### src/assert_macros.svh
// Assertion macros shared by the voxel table RTL.
`ifndef ASSERT_MACROS_SVH
`define ASSERT_MACROS_SVH

// The condition must hold at every clock edge outside reset.
`define ASSERT_ALWAYS(lbl, clk, rst_n, expr) \
    lbl: assert property (@(posedge clk) disable iff (!rst_n) (expr)) \
        else $error("invariant check failed");

// The consequent must hold in the same cycle as the antecedent.
`define ASSERT_IMPL(lbl, clk, rst_n, ante, cons) \
    lbl: assert property (@(posedge clk) disable iff (!rst_n) (ante) |-> (cons)) \
        else $error("same-cycle implication failed");

// The consequent must hold in the cycle after the antecedent.
`define ASSERT_NEXT(lbl, clk, rst_n, ante, cons) \
    lbl: assert property (@(posedge clk) disable iff (!rst_n) (ante) |=> (cons)) \
        else $error("next-cycle implication failed");

`endif

### src/vht_pkg.sv
// Types and constants shared by the voxel hash table modules.
package vht_pkg;

    localparam int COORD_BITS = 16;

    localparam logic [31:0] HASH_SEED = 32'd5381;
    localparam logic [31:0] BASE_FRAC = 32'h9E3779B6;
    localparam logic [31:0] STEP_FRAC = 32'hB504F333;

    localparam logic [4:0] MIN_LOG2  = 5'd3;
    localparam logic [4:0] CFG_RESET = 5'd16;

    localparam logic CMD_INSERT = 1'b0;
    localparam logic CMD_FIND   = 1'b1;

    localparam logic [2:0] ST_INSERTED  = 3'd0;
    localparam logic [2:0] ST_PRESENT   = 3'd1;
    localparam logic [2:0] ST_FOUND     = 3'd2;
    localparam logic [2:0] ST_NOT_FOUND = 3'd3;
    localparam logic [2:0] ST_FULL      = 3'd4;

    typedef struct packed {
        logic                         command;
        logic signed [COORD_BITS-1:0] voxel_x;
        logic signed [COORD_BITS-1:0] voxel_y;
        logic signed [COORD_BITS-1:0] voxel_z;
        logic signed [31:0]           pos_x;
        logic signed [31:0]           pos_y;
        logic signed [31:0]           pos_z;
        logic [7:0]                   red;
        logic [7:0]                   green;
        logic [7:0]                   blue;
    } vht_req_t;

    typedef struct packed {
        logic [2:0]         status;
        logic [15:0]        slot;
        logic signed [31:0] out_pos_x;
        logic signed [31:0] out_pos_y;
        logic signed [31:0] out_pos_z;
        logic [7:0]         out_red;
        logic [7:0]         out_green;
        logic [7:0]         out_blue;
        logic [16:0]        occupancy;
    } vht_rsp_t;

    typedef struct packed {
        logic clr_write;
        logic load;
        logic hash_step;
        logic abs_key;
        logic mul_base;
        logic mul_step;
        logic take_step;
        logic read;
        logic advance;
        logic finish;
    } vht_cmd_t;

    typedef struct packed {
        logic clr_last;
        logic hash_last;
        logic probe_done;
    } vht_stat_t;

endpackage

### src/vht_ctrl.sv
// Sequencing state machine for the voxel hash table.
`include "assert_macros.svh"

module vht_ctrl (
    input  logic              clk,
    input  logic              rst_n,
    input  logic              start,
    input  vht_pkg::vht_stat_t stat,
    output logic              busy,
    output vht_pkg::vht_cmd_t cmd
);
    import vht_pkg::*;

    localparam logic [3:0] S_CLEAR = 4'd0;
    localparam logic [3:0] S_IDLE  = 4'd1;
    localparam logic [3:0] S_HASH  = 4'd2;
    localparam logic [3:0] S_ABS   = 4'd3;
    localparam logic [3:0] S_MULB  = 4'd4;
    localparam logic [3:0] S_MULS  = 4'd5;
    localparam logic [3:0] S_STEP  = 4'd6;
    localparam logic [3:0] S_READ  = 4'd7;
    localparam logic [3:0] S_CHECK = 4'd8;

    logic [3:0] state_reg;
    logic [3:0] state_next;

    always_ff @(posedge clk or negedge rst_n)
    begin
        if (!rst_n)
        begin
            state_reg <= S_CLEAR;
        end
        else
        begin
            state_reg <= state_next;
        end
    end

    always_comb
    begin
        state_next = state_reg;
        cmd        = '0;
        case (state_reg)
            S_CLEAR:
            begin
                cmd.clr_write = 1'b1;
                if (stat.clr_last)
                begin
                    state_next = S_IDLE;
                end
            end
            S_IDLE:
            begin
                if (start)
                begin
                    cmd.load   = 1'b1;
                    state_next = S_HASH;
                end
            end
            S_HASH:
            begin
                cmd.hash_step = 1'b1;
                if (stat.hash_last)
                begin
                    state_next = S_ABS;
                end
            end
            S_ABS:
            begin
                cmd.abs_key = 1'b1;
                state_next  = S_MULB;
            end
            S_MULB:
            begin
                cmd.mul_base = 1'b1;
                state_next   = S_MULS;
            end
            S_MULS:
            begin
                cmd.mul_step = 1'b1;
                state_next   = S_STEP;
            end
            S_STEP:
            begin
                cmd.take_step = 1'b1;
                state_next    = S_READ;
            end
            S_READ:
            begin
                cmd.read   = 1'b1;
                state_next = S_CHECK;
            end
            S_CHECK:
            begin
                if (stat.probe_done)
                begin
                    cmd.finish = 1'b1;
                    state_next = S_IDLE;
                end
                else
                begin
                    cmd.advance = 1'b1;
                    state_next  = S_READ;
                end
            end
            default:
            begin
                state_next = S_IDLE;
            end
        endcase
    end

    assign busy = (state_reg != S_IDLE);

    `ASSERT_ALWAYS(a_cmd_onehot, clk, rst_n, $onehot0(cmd))
    `ASSERT_NEXT(a_probe_loop, clk, rst_n, (state_reg == S_CHECK) && !stat.probe_done, state_reg == S_READ)

endmodule

### config.mk
export PLATFORM = sky130hd
export DESIGN_NAME = vht_ctrl
export DESIGN_NICKNAME = d
export VERILOG_FILES = /design/src/vht_pkg.sv /design/src/vht_ctrl.sv
export VERILOG_INCLUDE_DIRS = /design/src /design/src/src
export SDC_FILE = /design/constraint.sdc
export NUM_CORES = 1
export LEC_CHECK = 0
export BUFFER_PORTS_ARGS = -buffer_cell sky130_fd_sc_hd__buf_4
export CORE_AREA = 2 2 39 41
export CTS_BUF_LIST = sky130_fd_sc_hd__clkbuf_8
export DETAILED_ROUTE_END_ITERATION = 8
export DIE_AREA = 0 0 41 43
export HOLD_SLACK_MARGIN = 0.08
export SLEW_MARGIN = 10
export SYNTH_ARGS = -nofsm -noshare
export SYNTH_HDL_FRONTEND = slang
export SYNTH_SLANG_ARGS = --single-unit
### constraint.sdc
create_clock -name clk -period 1 [get_ports clk]
set_input_delay 0.1 -clock clk [delete_from_list [all_inputs] [get_ports clk]]
set_output_delay 0.1 -clock clk [all_outputs]
set_load 0.01 [all_outputs]
==> results of run 1 <==
worst max-delay path: cells and delay by family, from the launching register on:
family / cells / cell delay (ns)
buf+inv: 3 / 0.31
simple gates: 1 / 0.17
flops: 1 / 0.47
how the worst max path moves through the flow:
stage / slack [ns] / startpoint / to
after floorplan: -0.09 / state_reg[2]$_DFFE_PN0P_ / cmd[9]
after detailed placement: -0.14 / state_reg[0]$_DFFE_PN0P_ / state_reg[0]$_DFFE_PN0P_
final: -0.27 / state_reg[3]$_DFFE_PN0P_ / cmd[4]
after global placement: -0.11 / state_reg[0]$_DFFE_PN0P_ / cmd[8]
after CTS: -0.25 / state_reg[3]$_DFFE_PN0P_ / cmd[5]
after global routing: -0.32 / state_reg[0]$_DFFE_PN0P_ / cmd[1]
what timing repair did:
item | 4_1_cts | 5_1_grt
hold buffers | 1 | 0
hold endpoints to repair | 4 | 0
setup endpoints to repair | 15 | 15
buffers inserted | 3 | 3
pin swaps | 7 | 4
cloned | 1 | 0
resized for setup | 22 | 14
power groups by stage:
| stage | Sequential (mW) | Clock (mW) | Combinational, mW |
|---|---|---|---|
| floorplan | 0.298 | 0 | 0.791 |
| global placement | 0.359 | 0 | 1.22 |
| detailed placement | 0.367 | 0 | 1.22 |
| CTS | 0.411 | 0.342 | 1.56 |
| global route | 0.450 | 0.351 | 2.02 |
| finish | 0.441 | 0.335 | 1.89 |
layer usage:
layer / share of wire, % / global-route usage, %
met2: 53 / 20.6
met4: 2.8 / 10.0
met1: 39 / 16.6
met3: 4.1 / 4.71
met5: 0 / 0
final cells by class:
| class | count | area share (%) |
|---|---|---|
| inverters | 1 | 0.804 |
| well taps | 16 | 2.57 |
| flip-flops and latches | 4 | 13.3 |
| multi-input cells | 29 | 38.6 |
| clock buffers | 3 | 5.31 |
| repair buffers | 35 | 39.4 |
cell usage in the layout (no fill, tap or decap), drive strengths merged:
cell and instances:
a31oi 1, nor3 3, o22ai 2, mux2 1, or2 1, mux2i 1, and4b 1, a21oi 2
dlygate4sd3 1, nor4b 2, nand2 3, nand2b 1, nor2 6, inv 1, nor2b 1, clkbuf 3
buf 34, o221ai 1, and3 2, nor4 1, dfrtp 4
logic make-up after synthesis:
kind of cell,Yosys count,synth area share [%]
mux,2,6.41
compound gates,6,13.2
buf+inv,5,10.6
simple gates,21,39.6
flops,4,30.2
==> metrics.yaml, run 1 <==
run_status:
  result_of_the_run: "finished, violations left"
  violations: "setup timing"
yosys:
  yosys.area.top_type_share_pct: 30.2
  synth-edff-count: 0
  synth_most_common_cell: "sky130_fd_sc_hd__nor2_1"
  ys_async_sr_fraction_pct: 100
  register_area_share_after_synthesis_pct: 30.2
  synth_flop_cell: "sky130_fd_sc_hd__dfrtp_1"
  yosysUniqueCellTypes: 24
  yosys-top-cells-count: "sky130_fd_sc_hd__nor2_1 (6), sky130_fd_sc_hd__dfrtp_1 (4), sky130_fd_sc_hd__nor3_1 (3)"
  mappedNetlistArea_um2: 332
  ys_seq_elements: 4
  synth.net_count: 44
  synthesis.instances: 38
  synth_area_leaders: "sky130_fd_sc_hd__dfrtp_1 (30%), sky130_fd_sc_hd__nor4b_4 (7.2%), sky130_fd_sc_hd__nor2_1 (6.8%)"
  synth-warning-count: 0
  synthesis.area_per_instance_um2: 8.73
  netlist.top_cell.by_area: "sky130_fd_sc_hd__dfrtp_1"
hold_path:
  min_path_type: "in -> reg"
  holdCritStartpoint: "stat[2]"
  hold-path-endpoint: "state_reg[0]$_DFFE_PN0P_"
  worstHoldPathCells: 3
setup_path:
  most_common_cell_type_on_the_critical_path: "sky130_fd_sc_hd__buf_6"
  critPathLaunchType: "flop"
  worst_ep_required_time_ns: 0.90
  crit_chain: "inv_4 > buf_6 > and3_4 > buf_6"
  reg2reg_slack_ns: -0.17
  cpMaxStageDelayCell: "sky130_fd_sc_hd__dfrtp_2"
  rr_endpoint: "state_reg[0]$_DFFE_PN0P_"
  rr_startpoint: "state_reg[1]$_DFFE_PN0P_"
  cp_max_fo: 6
  setup.worst_path.end_class: "primary output"
  crit_type: "reg -> out"
  cp_slowest_stage_delay_ns: 0.47
  rr_worst_depth: 4
  worst-endpoint-arrival_ns: 1.17
die:
  fp.dieH_um: 43
  die-width_um: 41
  initial_cell_density_of_the_core_pct: 24.0
  core_mm2: 0.00138
  die_area_mm2: 0.00176
  num_rows: 14
  boundaryPins: 17
power_and_ir_drop:
  fin_total_pwr_mw: 2.67
  power.clock.fraction_pct: 12.5
  sequentialPowerShare_pct: 16.5
  total_leakage_power_nw: 0.353
  net_load_switching_power_mw: 1.06
  combPwrFrac_pct: 70.9
  power.density_mw_per_mm2: 3430
  cell_internal_pwr_mw: 1.60
  net_switching_fraction_of_the_power_pct: 39.8
  irDropWorstVdd_mv: 1.56
drt:
  detail_route.wirelength_mm: 1.06
  route.detailed.drc: 0
  routed-via-count: 422
  dr.pass1.iters: 2
  drtIter0Drc: 4
  ant_nets: 0
  vias_per_cell: 4.80
  drt-wirelength-per-cell_um: 12.0
sta:
  minimum_clock_period_after_layout_ns: 1.27
  slew_headroom_pct: 85.3
  fin_hold_ws_ns: 0.215
  timing.final.ws_setup_ns: -0.265
  final_setup_vio_count: 14
  final_min_period_over_clock_period_pct: 127
  max_freq_ghz: 0.790
  report.final.slew_viol_count: 0
  worst-slew-pin-transition_ns: 0.219
  finalHoldViolations: 0
  final.setup.tns_ns: -2.93
  worst_skew_ns: 0.00353
  rsz0062_at_grt: "yes"
placement:
  dpl-instance-area_um2: 534
  finalWeightedCongestion: 0.702
  place_hpwl_um: 663
  placed_cells_incl_taps: 77
  port_buffers: 16
  dp_slack_ns: -0.145
global_route:
  grt_first_pass_wirelength_mm: 1.62
  number_of_antenna_violations_at_the_first_check_in_global_routing: 0
  grt_start_max_net_pins: 9
  total_routing_usage_gr_pct: 14.2
  globalRoute.totalOverflow: 0
  first_global_vias: 377
clock_tree:
  tritoncts: "done"
  cts_root_buffer: "sky130_fd_sc_hd__clkbuf_8"
  cts.clk_slew.worst_paths_ns: 0.03
  cts-htree-levels: 1
  clockBufferDepth: 2
  cts-buffers-inserted: 3
  later_pin_clock_latency_in_the_skew_report_ns: 0.22
  sink_count_of_the_clock_tree: 4
cells_and_area:
  area_occupied_by_multi_input_gates_um2: 300
  area_growth_pct: 135
  area.sequential_um2: 104
  finish.cell_count_without_fillers: 88
  num-nets-final: 80
  finalInstanceArea_um2: 778
  fillers: 122
  drive_above_1_share_pct: 81.9
  antenna_diode_count: 0
  layout.core_utilization_pct: 56.2
  largest_register_ff_count: 4
run:
  maxCapViolCount: 0
No activity file was read; power rests on OpenSTA's default activity.
==> run 2, diff against run 1 <==
--- a/config.mk
+++ b/config.mk
@@ -6,6 +6,7 @@
 export SDC_FILE = /design/constraint.sdc
 export NUM_CORES = 1
 export LEC_CHECK = 0
+export ABC_AREA = 1
 export BUFFER_PORTS_ARGS = -buffer_cell sky130_fd_sc_hd__buf_4
 export CORE_AREA = 2 2 39 41
 export CTS_BUF_LIST = sky130_fd_sc_hd__clkbuf_8
==> run 2 against run 1 <==
Compared with the run above:
- largest power group unchanged
- critical path depth did not move
- critical path type unchanged
- sequential power down 21%
- the flow still finishes with violations (setup timing)
- global-route usage down 0.68 points
- sequential share of layout area is essentially flat
- fmax is 0.37% lower
- highest routed layer unchanged
==> metrics.yaml, run 2 <==
clock_tree:
  sink_count_of_the_clock_tree: 4
  cts.clk_slew.worst_paths_ns: 0.03
  cts-buffers-inserted: 3
  clockBufferDepth: 2
  cts_root_buffer: "sky130_fd_sc_hd__clkbuf_8"
  tritoncts: "done"
  cts-htree-levels: 1
  later_pin_clock_latency_in_the_skew_report_ns: 0.22
global_route:
  number_of_antenna_violations_at_the_first_check_in_global_routing: 0
  grt_first_pass_wirelength_mm: 1.60
  total_routing_usage_gr_pct: 13.5
  grt_start_max_net_pins: 6
  globalRoute.totalOverflow: 0
  first_global_vias: 421
yosys:
  netlist.top_cell.by_area: "sky130_fd_sc_hd__dfrtp_1"
  register_area_share_after_synthesis_pct: 33.2
  synth-warning-count: 0
  mappedNetlistArea_um2: 302
  synth_most_common_cell: "sky130_fd_sc_hd__nor2_1"
  yosys-top-cells-count: "sky130_fd_sc_hd__nor2_1 (13), sky130_fd_sc_hd__inv_1 (7)"
  synth_area_leaders: "sky130_fd_sc_hd__dfrtp_1 (33%), sky130_fd_sc_hd__nor2_1 (16%), sky130_fd_sc_hd__inv_1 (8.7%)"
  ys_seq_elements: 4
  synth.net_count: 53
  synth-edff-count: 0
  synthesis.instances: 47
  synthesis.area_per_instance_um2: 6.42
  ys_async_sr_fraction_pct: 100
  yosys.area.top_type_share_pct: 33.2
  synth_flop_cell: "sky130_fd_sc_hd__dfrtp_1"
  yosysUniqueCellTypes: 13
sta:
  finalHoldViolations: 0
  minimum_clock_period_after_layout_ns: 1.27
  rsz0062_at_grt: "yes"
  worst-slew-pin-transition_ns: 0.194
  max_freq_ghz: 0.787
  final_min_period_over_clock_period_pct: 127
  timing.final.ws_setup_ns: -0.270
  worst_skew_ns: 0.00124
  slew_headroom_pct: 87.0
  final_setup_vio_count: 15
  report.final.slew_viol_count: 0
hold_path:
  min_path_type: "in -> reg"
  worstHoldPathCells: 2
setup_path:
  worst_ep_required_time_ns: 0.90
  reg2reg_slack_ns: -0.21
  critical_path.startpoint: "state_reg[1]$_DFFE_PN0P_"
  most_common_cell_type_on_the_critical_path: "sky130_fd_sc_hd__buf_6"
  rr_endpoint: "state_reg[1]$_DFFE_PN0P_"
  rr_worst_depth: 8
  cpMaxStageDelayCell: "sky130_fd_sc_hd__dfrtp_1"
  crit_type: "reg -> out"
  setup.worst_path.end_class: "primary output"
  worst-endpoint-arrival_ns: 1.17
  critPathLaunchType: "flop"
  cp_max_fo: 4
  crit_end: "cmd[6]"
  rr_startpoint: "state_reg[1]$_DFFE_PN0P_"
  cp_slowest_stage_delay_ns: 0.43
  crit_chain: "inv_2 > buf_6 > nor3_4 > buf_6"
drt:
  drt-wirelength-per-cell_um: 10.9
  route.detailed.drc: 0
  vias_per_cell: 4.27
  dr.pass1.iters: 4
  routed-via-count: 431
  drtIter0Drc: 6
  detail_route.wirelength_mm: 1.10
  ant_nets: 0
die:
  boundaryPins: 17
  fp.dieH_um: 43
  initial_cell_density_of_the_core_pct: 21.8
  core_mm2: 0.00138
  num_rows: 14
  die-width_um: 41
  die_area_mm2: 0.00176
power_and_ir_drop:
  cell_internal_pwr_mw: 1.46
  total_leakage_power_nw: 0.399
  power.clock.fraction_pct: 13.4
  fin_total_pwr_mw: 2.56
  combPwrFrac_pct: 73.0
  net_switching_fraction_of_the_power_pct: 43.0
  sequentialPowerShare_pct: 13.6
  irDropWorstVdd_mv: 1.50
  power.density_mw_per_mm2: 3320
  net_load_switching_power_mw: 1.10
cells_and_area:
  antenna_diode_count: 0
  most_common_cell_after_layout_fill_and_taps_aside: "sky130_fd_sc_hd__buf_4"
  layout.core_utilization_pct: 55.7
  area_growth_pct: 156
  largest_register_ff_count: 4
  area_occupied_by_multi_input_gates_um2: 263
  fillers: 128
  finish.cell_count_without_fillers: 101
  drive_above_1_share_pct: 74.1
  num-nets-final: 93
  area.sequential_um2: 103
  most_frequent_cells_in_the_layout: "sky130_fd_sc_hd__buf_4 (22), sky130_fd_sc_hd__buf_6 (12), sky130_fd_sc_hd__nor2_1 (7)"
placement:
  place_hpwl_um: 669
  port_buffers: 16
  finalWeightedCongestion: 0.726
  dp_slack_ns: -0.153
  placed_cells_incl_taps: 86
run_status:
  result_of_the_run: "finished, violations left"
  violations: "setup timing"
run:
  maxCapViolCount: 0
==> run 2: cell types whose count changed after synthesis, moves of 3 or more <==
| cell | delta |
|---|---|
| sky130_fd_sc_hd__nand2_2 | +3 |
| sky130_fd_sc_hd__nor2_1 | +7 |
| sky130_fd_sc_hd__nand3_1 | +4 |
| sky130_fd_sc_hd__inv_1 | +6 |
==> run 2: worst max-delay path: cells and delay by family (launching register included) <==
kind                   cells  cell delay (ns)
AND/OR/NAND/NOR            1             0.17
buffers and inverters      3             0.35
flip-flops                 1             0.43
==> run 2: cell families after synthesis <==
family | share of synthesized area (%)
flops | 33.2
compound gates | 2.08
simple gates | 53.5
buf+inv | 11.2
==> run 2: power by group through the flow <==
stage               clock network, mW  registers (mW)  logic (mW)
finish                          0.343           0.348        1.87
global route                    0.362           0.356        2.01
CTS                             0.350           0.348        1.65
detailed placement                  0           0.306        1.14
global placement                    0           0.305        1.14
floorplan                           0           0.299       0.646
==> run 2: stage by stage <==
step / cell area [µm²] / hold WS, ns / TNS (ns)
after floorplan: 314 / -0.196 / -0.145
after global placement: 507 / -0.101 / -0.753
after detailed placement: 507 / -0.100 / -0.760
after CTS: 713 / 0.0835 / -2.79
after global routing: 771 / 0.0945 / -3.60
final: 771 / 0.0907 / -3.01
==> run 2: final cells by class <==
cell class / count / area share, %
flip-flops and latches: 4 / 13.3
multi-input cells: 34 / 34.1
inverters: 9 / 4.38
repair buffers: 35 / 40.3
well taps: 16 / 2.60
clock buffers: 3 / 5.36
==> run 2: how the worst min path moves through the flow <==
stage | slack, ns | endpoint | start
4_1_cts | 0.08 | state_reg[0]$_DFFE_PN0P_ | start
3_5_place_dp | -0.10 | state_reg[3]$_DFFE_PN0P_ | rst_n
2_1_floorplan | -0.20 | state_reg[0]$_DFFE_PN0P_ | rst_n
3_3_place_gp | -0.10 | state_reg[0]$_DFFE_PN0P_ | rst_n
5_1_grt | 0.09 | state_reg[0]$_DFFE_PN0P_ | start
6_report | 0.09 | state_reg[0]$_DFFE_PN0P_ | start
==> run 2: routing by layer <==
metal / global-route usage, % / share of wire, %
met1: 14.7 / 35
met2: 23.1 / 58
met3: 1.57 / 5.0
met4: 8.00 / 1.9
met5: 0 / 0
==> run 2: what timing repair did <==
action | in CTS | in global routing
setup buffers | 8 | 3
endpoints found under the hold margin | 4 | 0
pin swaps | 5 | 7
hold buffers | 1 | 0
endpoints found under the setup margin | 14 | 15
resized for setup | 26 | 9
